==> src/sv/pee_pkg.sv <==
package pee_pkg;

  localparam int unsigned StackDepthDefault = 64;
  localparam int unsigned DataWidth = 32;
  localparam int unsigned SymWidth = 8;

  localparam logic [SymWidth-1:0] SymPow  = 8'h5E;
  localparam logic [SymWidth-1:0] SymMul  = 8'h2A;
  localparam logic [SymWidth-1:0] SymDiv  = 8'h2F;
  localparam logic [SymWidth-1:0] SymAdd  = 8'h2B;
  localparam logic [SymWidth-1:0] SymSub  = 8'h2D;
  localparam logic [SymWidth-1:0] SymZero = 8'h30;
  localparam logic [SymWidth-1:0] SymNine = 8'h39;

  typedef enum logic [3:0] {
    ST_IDLE,
    ST_POP_B,
    ST_POP_A,
    ST_OP,
    ST_DIV,
    ST_POW_MUL,
    ST_POW_SQ,
    ST_PUSH,
    ST_TOP,
    ST_OUT
  } state_e;

  typedef enum logic [2:0] {
    OP_NONE,
    OP_POW,
    OP_MUL,
    OP_DIV,
    OP_ADD,
    OP_SUB
  } op_e;

  typedef struct packed {
    logic [DataWidth-1:0] value;
    logic                 underflow;
    logic                 overflow;
    logic                 div_zero;
    logic                 empty_at_end;
  } result_t;

endpackage

==> src/sv/pee_if.sv <==
interface pee_in_if;
  logic       valid;
  logic       ready;
  logic [7:0] symbol;
  logic       last;
  modport source (output valid, symbol, last, input ready);
  modport sink (input valid, symbol, last, output ready);
endinterface

interface pee_out_if;
  logic        valid;
  logic        ready;
  logic [31:0] value;
  logic        underflow;
  logic        overflow;
  logic        div_zero;
  logic        empty_at_end;
  modport source (output valid, value, underflow, overflow, div_zero, empty_at_end,
                  input ready);
  modport sink (input valid, value, underflow, overflow, div_zero, empty_at_end,
                output ready);
endinterface

==> src/sv/postfix_expression_evaluator_top.sv <==
// Channel | Dir | Payload                                          | Handshake
// in_i    | in  | symbol[7:0], last                                | valid/ready
// out_o   | out | value[31:0], underflow, overflow, div_zero,      | valid/ready
//         |     | empty_at_end                                     |
// One request at a time. A digit is accepted, then pushed. Any other character
// is accepted, then pops B and A through the single memory read port and goes
// to the operate state: +,-,*, a zero divisor and a negative exponent of ^ go
// on to one push, other characters do not push, / pushes after 32 radix-2
// restoring steps and ^ after up to 63 square-and-multiply steps. A last
// request then reads the top of stack (ST_TOP, ST_OUT). Reset clears count,
// flags and control only; the stack memory is never cleared. A result waits in
// its output register while out_o.ready is low; the next request is taken once
// it is gone.
module postfix_expression_evaluator_top import pee_pkg::*; #(
  parameter int unsigned StackDepth = StackDepthDefault
) (
  input  logic clk_i,
  input  logic rst_ni,
  pee_in_if.sink    in_i,
  pee_out_if.source out_o
);

  localparam int unsigned AW = (StackDepth > 1) ? $clog2(StackDepth) : 1;
  localparam int unsigned CW = $clog2(StackDepth + 1);
  localparam logic [CW-1:0] CntFull = CW'(StackDepth);

  // Stack memory: one write, one registered read.
  logic [DataWidth-1:0] mem_q [StackDepth];
  logic                 we;
  logic [AW-1:0]        waddr, raddr;
  logic [DataWidth-1:0] wdata, rdata_q;

  always_ff @(posedge clk_i) begin
    if (we) begin
      mem_q[waddr] <= wdata;
    end
    rdata_q <= mem_q[raddr];
  end

  state_e state_q, state_d;
  logic [CW-1:0]        cnt_q, cnt_d;
  logic                 unf_q, unf_d, ovf_q, ovf_d, dz_q, dz_d;
  logic                 last_q, last_d;
  op_e                  op_q, op_d;
  logic                 b_zero_q, b_zero_d;
  logic [DataWidth-1:0] a_q, a_d, b_q, b_d, res_q, res_d;
  logic [DataWidth-1:0] rem_q, rem_d;
  logic [5:0]           it_q, it_d;
  logic                 neg_q, neg_d;
  result_t              out_q, out_d;
  logic                 ov_q, ov_d;

  logic [DataWidth:0]   trial;
  logic [63:0]          prod;
  logic [DataWidth-1:0] mul_x, mul_y;

  assign in_i.ready = (state_q == ST_IDLE) && !ov_q;
  assign out_o.valid        = ov_q;
  assign out_o.value        = out_q.value;
  assign out_o.underflow    = out_q.underflow;
  assign out_o.overflow     = out_q.overflow;
  assign out_o.div_zero     = out_q.div_zero;
  assign out_o.empty_at_end = out_q.empty_at_end;

  assign prod  = mul_x * mul_y;
  assign trial = {rem_q, a_q[DataWidth-1]} - {1'b0, b_q};

  // Next state.
  always_comb begin
    state_d = state_q;
    case (state_q)
      ST_IDLE: begin
        if (in_i.valid && !ov_q) begin
          if (in_i.symbol inside {[SymZero:SymNine]}) begin
            state_d = ST_PUSH;
          end else begin
            state_d = ST_POP_B;
          end
        end
      end
      ST_POP_B: state_d = ST_POP_A;
      ST_POP_A: state_d = ST_OP;
      ST_OP: begin
        case (op_q)
          OP_NONE: state_d = last_q ? ST_TOP : ST_IDLE;
          OP_DIV:  state_d = b_zero_q ? ST_PUSH : ST_DIV;
          OP_POW:  state_d = b_q[DataWidth-1] ? ST_PUSH : ST_POW_MUL;
          default: state_d = ST_PUSH;
        endcase
      end
      ST_DIV:     state_d = (it_q == 6'd31) ? ST_PUSH : ST_DIV;
      ST_POW_MUL: state_d = (b_q == '0) ? ST_PUSH : ST_POW_SQ;
      ST_POW_SQ:  state_d = ST_POW_MUL;
      ST_PUSH:    state_d = last_q ? ST_TOP : ST_IDLE;
      ST_TOP:     state_d = ST_OUT;
      ST_OUT:     state_d = ST_IDLE;
      default:    state_d = ST_IDLE;
    endcase
  end

  // Datapath and memory control.
  always_comb begin
    cnt_d = cnt_q; unf_d = unf_q; ovf_d = ovf_q; dz_d = dz_q;
    last_d = last_q; op_d = op_q; a_d = a_q; b_d = b_q; res_d = res_q;
    rem_d = rem_q; it_d = it_q; neg_d = neg_q; out_d = out_q; ov_d = ov_q;
    b_zero_d = b_zero_q;
    we = 1'b0; waddr = cnt_q[AW-1:0]; wdata = res_q;
    raddr = AW'(cnt_q - CW'(1));
    mul_x = a_q; mul_y = b_q;
    if (ov_q && out_o.ready) begin
      ov_d = 1'b0;
    end
    case (state_q)
      ST_IDLE: begin
        if (in_i.valid && !ov_q) begin
          last_d = in_i.last;
          res_d  = DataWidth'(in_i.symbol - SymZero);
          case (in_i.symbol)
            SymPow:  op_d = OP_POW;
            SymMul:  op_d = OP_MUL;
            SymDiv:  op_d = OP_DIV;
            SymAdd:  op_d = OP_ADD;
            SymSub:  op_d = OP_SUB;
            default: op_d = OP_NONE;
          endcase
          // Issue the read for B; a digit leaves the stack alone.
          if (!(in_i.symbol inside {[SymZero:SymNine]}) && cnt_q != '0) begin
            cnt_d = cnt_q - CW'(1);
          end
        end
      end
      ST_POP_B: begin
        // rdata_q is B if stack held anything; issue read for A.
        raddr = AW'(cnt_q - CW'(1));
        b_d = '0;
        // cnt_q was already decremented when B existed; track via it_q[5].
        if (it_q[5]) begin
          b_d = rdata_q;
        end else begin
          unf_d = 1'b1;
        end
        if (cnt_q != '0) begin
          cnt_d = cnt_q - CW'(1);
          it_d[4] = 1'b1;
        end else begin
          it_d[4] = 1'b0;
        end
      end
      ST_POP_A: begin
        a_d = '0;
        if (it_q[4]) begin
          a_d = rdata_q;
        end else begin
          unf_d = 1'b1;
        end
        b_zero_d = (b_q == '0);
      end
      ST_OP: begin
        case (op_q)
          OP_ADD: res_d = a_q + b_q;
          OP_SUB: res_d = a_q - b_q;
          OP_MUL: res_d = prod[DataWidth-1:0];
          OP_DIV: begin
            if (b_zero_q) begin
              dz_d = 1'b1; res_d = '0;
            end else begin
              neg_d = a_q[DataWidth-1] ^ b_q[DataWidth-1];
              a_d   = a_q[DataWidth-1] ? -a_q : a_q;
              b_d   = b_q[DataWidth-1] ? -b_q : b_q;
              rem_d = '0; it_d = '0;
            end
          end
          OP_POW: begin
            if (b_q[DataWidth-1]) begin
              if (a_q == '0) begin
                dz_d = 1'b1; res_d = '0;
              end else if (a_q == DataWidth'(1)) begin
                res_d = DataWidth'(1);
              end else if (a_q == '1) begin
                res_d = b_q[0] ? '1 : DataWidth'(1);
              end else begin
                res_d = '0;
              end
            end else begin
              res_d = DataWidth'(1);
            end
          end
          default: ;
        endcase
      end
      ST_DIV: begin
        // One restoring-division bit per cycle; a_q shifts out dividend bits
        // and collects quotient bits.
        if (!trial[DataWidth]) begin
          rem_d = trial[DataWidth-1:0];
          a_d   = {a_q[DataWidth-2:0], 1'b1};
        end else begin
          rem_d = {rem_q[DataWidth-2:0], a_q[DataWidth-1]};
          a_d   = {a_q[DataWidth-2:0], 1'b0};
        end
        it_d = it_q + 6'd1;
        if (it_q == 6'd31) begin
          res_d = neg_q ? -a_d : a_d;
        end
      end
      ST_POW_MUL: begin
        mul_x = res_q; mul_y = a_q;
        if (b_q[0]) begin
          res_d = prod[DataWidth-1:0];
        end
        b_d = b_q >> 1;
      end
      ST_POW_SQ: begin
        mul_x = a_q; mul_y = a_q;
        a_d = prod[DataWidth-1:0];
      end
      ST_PUSH: begin
        if (cnt_q == CntFull) begin
          ovf_d = 1'b1;
        end else begin
          we = 1'b1;
          cnt_d = cnt_q + CW'(1);
        end
      end
      ST_TOP: begin
        raddr = AW'(cnt_q - CW'(1));
      end
      ST_OUT: begin
        out_d.value        = (cnt_q != '0) ? rdata_q : '0;
        out_d.underflow    = unf_q;
        out_d.overflow     = ovf_q;
        out_d.div_zero     = dz_q;
        out_d.empty_at_end = (cnt_q == '0);
        ov_d  = 1'b1;
        cnt_d = '0; unf_d = 1'b0; ovf_d = 1'b0; dz_d = 1'b0;
      end
      default: ;
    endcase
    // Remember whether the B pop found a value.
    if (state_q == ST_IDLE && in_i.valid && !ov_q) begin
      it_d[5] = (cnt_q != '0);
    end
  end

  always_ff @(posedge clk_i or negedge rst_ni) begin
    if (!rst_ni) begin
      state_q <= ST_IDLE;
      cnt_q   <= '0;
      unf_q   <= 1'b0;
      ovf_q   <= 1'b0;
      dz_q    <= 1'b0;
      ov_q    <= 1'b0;
      it_q    <= '0;
    end else begin
      state_q <= state_d;
      cnt_q   <= cnt_d;
      unf_q   <= unf_d;
      ovf_q   <= ovf_d;
      dz_q    <= dz_d;
      ov_q    <= ov_d;
      it_q    <= it_d;
    end
  end

  always_ff @(posedge clk_i) begin
    last_q   <= last_d;
    op_q     <= op_d;
    a_q      <= a_d;
    b_q      <= b_d;
    res_q    <= res_d;
    rem_q    <= rem_d;
    neg_q    <= neg_d;
    out_q    <= out_d;
    b_zero_q <= b_zero_d;
  end

endmodule
==> src/flat_wrapper.sv <==
// flat-port wrapper written by rule: the top's interface ports become plain ports
module postfix_expression_evaluator_top_flat import pee_pkg::*;
#(
  parameter int unsigned StackDepth = StackDepthDefault
)
  (clk_i, rst_ni, in_i_valid, in_i_symbol, in_i_last, in_i_ready, out_o_valid, out_o_value, out_o_underflow, out_o_overflow, out_o_div_zero, out_o_empty_at_end, out_o_ready);
  pee_in_if in_i_i ();
  pee_out_if out_o_i ();
  input  logic clk_i;
  input  logic rst_ni;
  input wire logic [$bits(in_i_i.valid)-1:0] in_i_valid;
  input wire logic [$bits(in_i_i.symbol)-1:0] in_i_symbol;
  input wire logic [$bits(in_i_i.last)-1:0] in_i_last;
  output wire logic [$bits(in_i_i.ready)-1:0] in_i_ready;
  output wire logic [$bits(out_o_i.valid)-1:0] out_o_valid;
  output wire logic [$bits(out_o_i.value)-1:0] out_o_value;
  output wire logic [$bits(out_o_i.underflow)-1:0] out_o_underflow;
  output wire logic [$bits(out_o_i.overflow)-1:0] out_o_overflow;
  output wire logic [$bits(out_o_i.div_zero)-1:0] out_o_div_zero;
  output wire logic [$bits(out_o_i.empty_at_end)-1:0] out_o_empty_at_end;
  input wire logic [$bits(out_o_i.ready)-1:0] out_o_ready;
  assign in_i_i.valid = in_i_valid;
  assign in_i_i.symbol = in_i_symbol;
  assign in_i_i.last = in_i_last;
  assign in_i_ready = in_i_i.ready;
  assign out_o_valid = out_o_i.valid;
  assign out_o_value = out_o_i.value;
  assign out_o_underflow = out_o_i.underflow;
  assign out_o_overflow = out_o_i.overflow;
  assign out_o_div_zero = out_o_i.div_zero;
  assign out_o_empty_at_end = out_o_i.empty_at_end;
  assign out_o_i.ready = out_o_ready;
  postfix_expression_evaluator_top #(.StackDepth(StackDepth)) u_core (.clk_i(clk_i), .rst_ni(rst_ni), .in_i(in_i_i), .out_o(out_o_i));
endmodule
==> config.mk <==
export PLATFORM = sky130hd
export DESIGN_NAME = postfix_expression_evaluator_top_flat
export DESIGN_NICKNAME = d
export VERILOG_FILES = /design/src/sv/pee_pkg.sv /design/src/sv/pee_if.sv /design/src/sv/postfix_expression_evaluator_top.sv /design/src/flat_wrapper.sv
export SDC_FILE = /design/constraint.sdc
export NUM_CORES = 2
export LEC_CHECK = 0
export BUFFER_PORTS_ARGS = -buffer_cell sky130_fd_sc_hd__clkbuf_2
export CAP_MARGIN = 20
export CELL_PAD_IN_SITES_DETAIL_PLACEMENT = 1
export CELL_PAD_IN_SITES_GLOBAL_PLACEMENT = 2
export CORE_MARGIN = 2
export CORE_UTILIZATION = 40
export DETAILED_ROUTE_END_ITERATION = 16
export PLACE_DENSITY_LB_ADDON = 0.1
export SYNTH_ARGS = -nofsm -noshare
export SYNTH_HDL_FRONTEND = slang
export SYNTH_SLANG_ARGS = --single-unit
==> constraint.sdc <==
create_clock -name clk_i -period 13.12 [get_ports clk_i]
set_clock_uncertainty 0.1 [all_clocks]
set_input_delay 3.28 -clock clk_i [delete_from_list [all_inputs] [get_ports clk_i]]
set_output_delay 3.28 -clock clk_i [all_outputs]
set_load 0.01 [all_outputs]
==> key figures <==
Logic synthesis
  • Post-synthesis cell area: between 100,000 and 150,000 sq um
  • Area leader, netlist: edfxtp_1
  • Sequential area share after synthesis: 0.6197
  • Portion of synthesized cell area occupied by the leading cell type: 0.6090
  • Synthesized flop and latch total: around 2,300
  • Count of distinct cell types in the synthesized netlist: 88
  • Cell types with the largest area share after synthesis: edfxtp_1 (61%), mux4_2 (14%), fa_1 (7.5%)
  • Post-synth EDFFs: 2,218
  • Mean instance size in the synthesized netlist: ~17 sq um
  • Net count after synthesis: 7,173
  • Main flop type after synthesis: edfxtp_1
  • Syn. warnings: 0
  • Cells after synthesis: between 6,000 and 7,000
  • Async set or reset register ratio after synthesis: 0.009247

Setup path
  • Reg-to-Reg End: u_core.res_q[31]
  • Max FO, Critical Path: 46
  • Signal arrival time at the worst endpoint: 10,510 ps
  • Worst setup slack for register-to-register paths: 3070 ps
  • R2R Path Start: u_core.state_q[0]
  • Logic depth of the worst register-to-register path: 27
  • Kind of critical path: reg -> reg
  • Critical path startpoint category: flop
  • Required time at the worst-slack endpoint: 13,580 ps
  • Critical path capture point type: flop

Clock network
  • Total clock buffers created by CTS: 246
  • Clock Latency Late Sink: just under 900 ps
  • Maximum buffer depth of the clock tree: 4
  • Clock transition time at the flip-flop clock pins of the worst setup and hold paths: 60 ps
  • Cell chosen for the clock root: clkbuf_16
  • Total of cells resized after clock tree synthesis: 0
  • Hold-fix buffers, CTS: 0
  • Setup Fix Bufs, Post-CTS: 0
  • H-tree depth: 4
  • Clock tree from TritonCTS: done
  • Clk sinks: 2,271

Min path
  • Worst Min Path Start: u_core.ovf_q
  • Hold Crit Class: reg -> reg
  • Hold worst-path end: u_core.out_o.overflow
  • Worst hold path stage count: 0

Final layout
  • Area added between synthesis and finish: 12.38%
  • Fill cell count: 26,000
  • Most frequent standard cell in the layout excluding fill and tap cells: edfxtp_1
  • Layout cell share with drive strength beyond 1: 0.2092
  • NumNets Final: 7,354
  • Top library cells by usage in the layout, fill and taps aside: edfxtp_1 (2,218), mux4_2 (670), nor2_1 (482)

STA
  • Endpoints failing hold: 0
  • Slew at the pin closest to its max-slew limit: approximately 1200 ps
  • Total count of max-transition violations in the final report: 0
  • Ratio of final minimum period to clock period: 0.7661
  • Fin crit period: 10,050 ps
  • Max frequency: 99.48 MHz
  • Setup TNS after final layout: 0 ps
  • Tightest slew margin relative to the limit: 0.1954
  • RSZ-0062 raised after global routing: false
  • # setup viols final: 0

GRT
  • Wire length of the first global-routing pass: 516.4 mm
  • Total GRT Usage: 0.2650
  • GRT Residual Overflow: 0
  • Vias in the first global route: 65,470
  • Maximum number of pins on one net before global-route repair: ~140
  • Number of antenna violations at the first check in global routing: 27

Placement
  • Number of buffer cells added on primary ports: 50
  • Final weighted congestion in routability-driven placement: 0.8907
  • Half-perimeter wire length after placement: 230.7 mm

Floorplanning
  • Row count: 191
  • Die Outline Area: roughly 280,000 sq um
  • Core outline area: 271,500 sq um
  • Die span in x: 526.9 um
  • Die height: between 500 and 600 um
  • Number of I/O pins: 51
  • Initial core utilization: 0.4028

Routing
  • Count of antenna-violating nets left after detailed routing: 0
  • Overall via count from detail_route: 61,570
  • Routed WL: 366.7 mm
  • Post-route DRC: 0
  • Vias per std cell: ~6
  • DRT iter0 DRCs: between 6,000 and 7,000
  • Avg WL per Cell: about 35 um
  • Initial DRT Pass Iterations: 10

Flow run
  • Max-cap check violation count: 0

Status
  • Result of the run: finished, final reports clean
==> cell type report <==
cell class / count / area (sq um) / area share
Antenna cell: 17 / 42.54 / 0.0003462
Clock inverter: 126 / 1121 / 0.009122
Inverter: 451 / 1693 / 0.01377
Timing Repair Buffer: 270 / 2041 / 0.01661
Sequential cell: 2271 / 67770 / 0.5515
Tap cell: 3570 / 4467 / 0.03635
Clock buffer: 306 / 6462 / 0.05259
Multi-Input combinational cell: 3492 / 39300 / 0.3197
==> synthesized netlist by cell type, drive strengths merged, types with 16 or more instances <==
cell type,number
ha,199
mux2,24
o211ai,16
nand3,44
xor2,62
o21ai,158
dfxtp,32
buf,76
a21o,40
mux4,670
and2,45
a22oi,36
or3,22
a21oi,135
nand4,18
clkbuf,261
nor2b,30
a31oi,17
nand2b,25
a222oi,34
nor2,549
or2,25
and3,17
edfxtp,2218
o21a,23
fa,410
a221oi,17
nand2,416
mux2i,78
nor4,17
dfrtp,21
xnor2,184
nor3,46
o31ai,18
inv,451
==> layer usage <==
layer | global-route usage | vias to the layer above | wire, um
li1 | - | 25290 | -
met1 | 0.3574 | 33740 | 151600
met2 | 0.4417 | 1983 | 179500
met3 | 0.03513 | 548 | 20940
met4 | 0.09333 | 8 | 14550
met5 | 0 | - | 56
==> worst max path at each step <==
stage	end	from	depth (start not counted)
floorplan	u_core.res_q[31]	u_core.state_q[1]	33
global placement	u_core.res_q[31]	u_core.state_q[0]	27
detailed placement	u_core.res_q[31]	u_core.state_q[0]	27
CTS	u_core.res_q[31]	u_core.state_q[0]	27
global route	u_core.res_q[31]	u_core.state_q[0]	29
finish	u_core.res_q[31]	u_core.state_q[0]	27
==> per-stage QoR <==
step,setup WS [ps],hold slack (ps),utilization,area [sq um],std cells
finish,3068,360.6,0.4527,122900,10500
global route,2640,363.9,0.4526,122900,10490
CTS,3082,360.9,0.4523,122800,10480
global placement,3177,335.1,0.4242,115200,10050
detailed placement,3093,342.1,0.4244,115200,10050
floorplan,4631,324.9,-,109400,6551
==> state kept, by name (all words and copies together), names as in the netlist, 3 cells and up <==
name / cells
u_core.rem_q: 32
u_core.op_q: 3
u_core.res_q: 32
u_core.state_q: 4
u_core.mem_q: 2048
u_core.a_q: 32
u_core.it_q: 6
u_core.b_q: 32
u_core.rdata_q: 32
u_core.cnt_q: 7
u_core.out_o.value: 32
==> worst max-delay path, stage by stage, from the launching register on <==
cell and delay [ps]:
dfrtp_1 820, and4bb_4 520, buf_4 620, buf_4 750
nand2_1 150, a21boi_2 200, buf_4 320, or2_2 380
fa_1 410, fa_1 390, fa_1 490, inv_1 50
fa_1 530, inv_1 50, fa_1 450, fa_1 510
fa_1 430, fa_1 390, xnor2_1 140, xnor2_1 200
xnor2_1 150, xnor2_1 180, xnor3_1 350, xnor3_1 430
xnor3_1 280, xnor2_1 200, nand2_1 90, o2111ai_1 110
==> cell families after synthesis <==
group           share of synthesized area
mux                                0.1483
simple gates                      0.05120
buf+inv                           0.02780
compound gates                    0.03452
xor+xnor                          0.02070
flops                              0.6197
fa+ha+maj                         0.09782
Power is not shown: default switching activity piles up to over one toggle a cycle in this logic, so the estimate is an artifact.
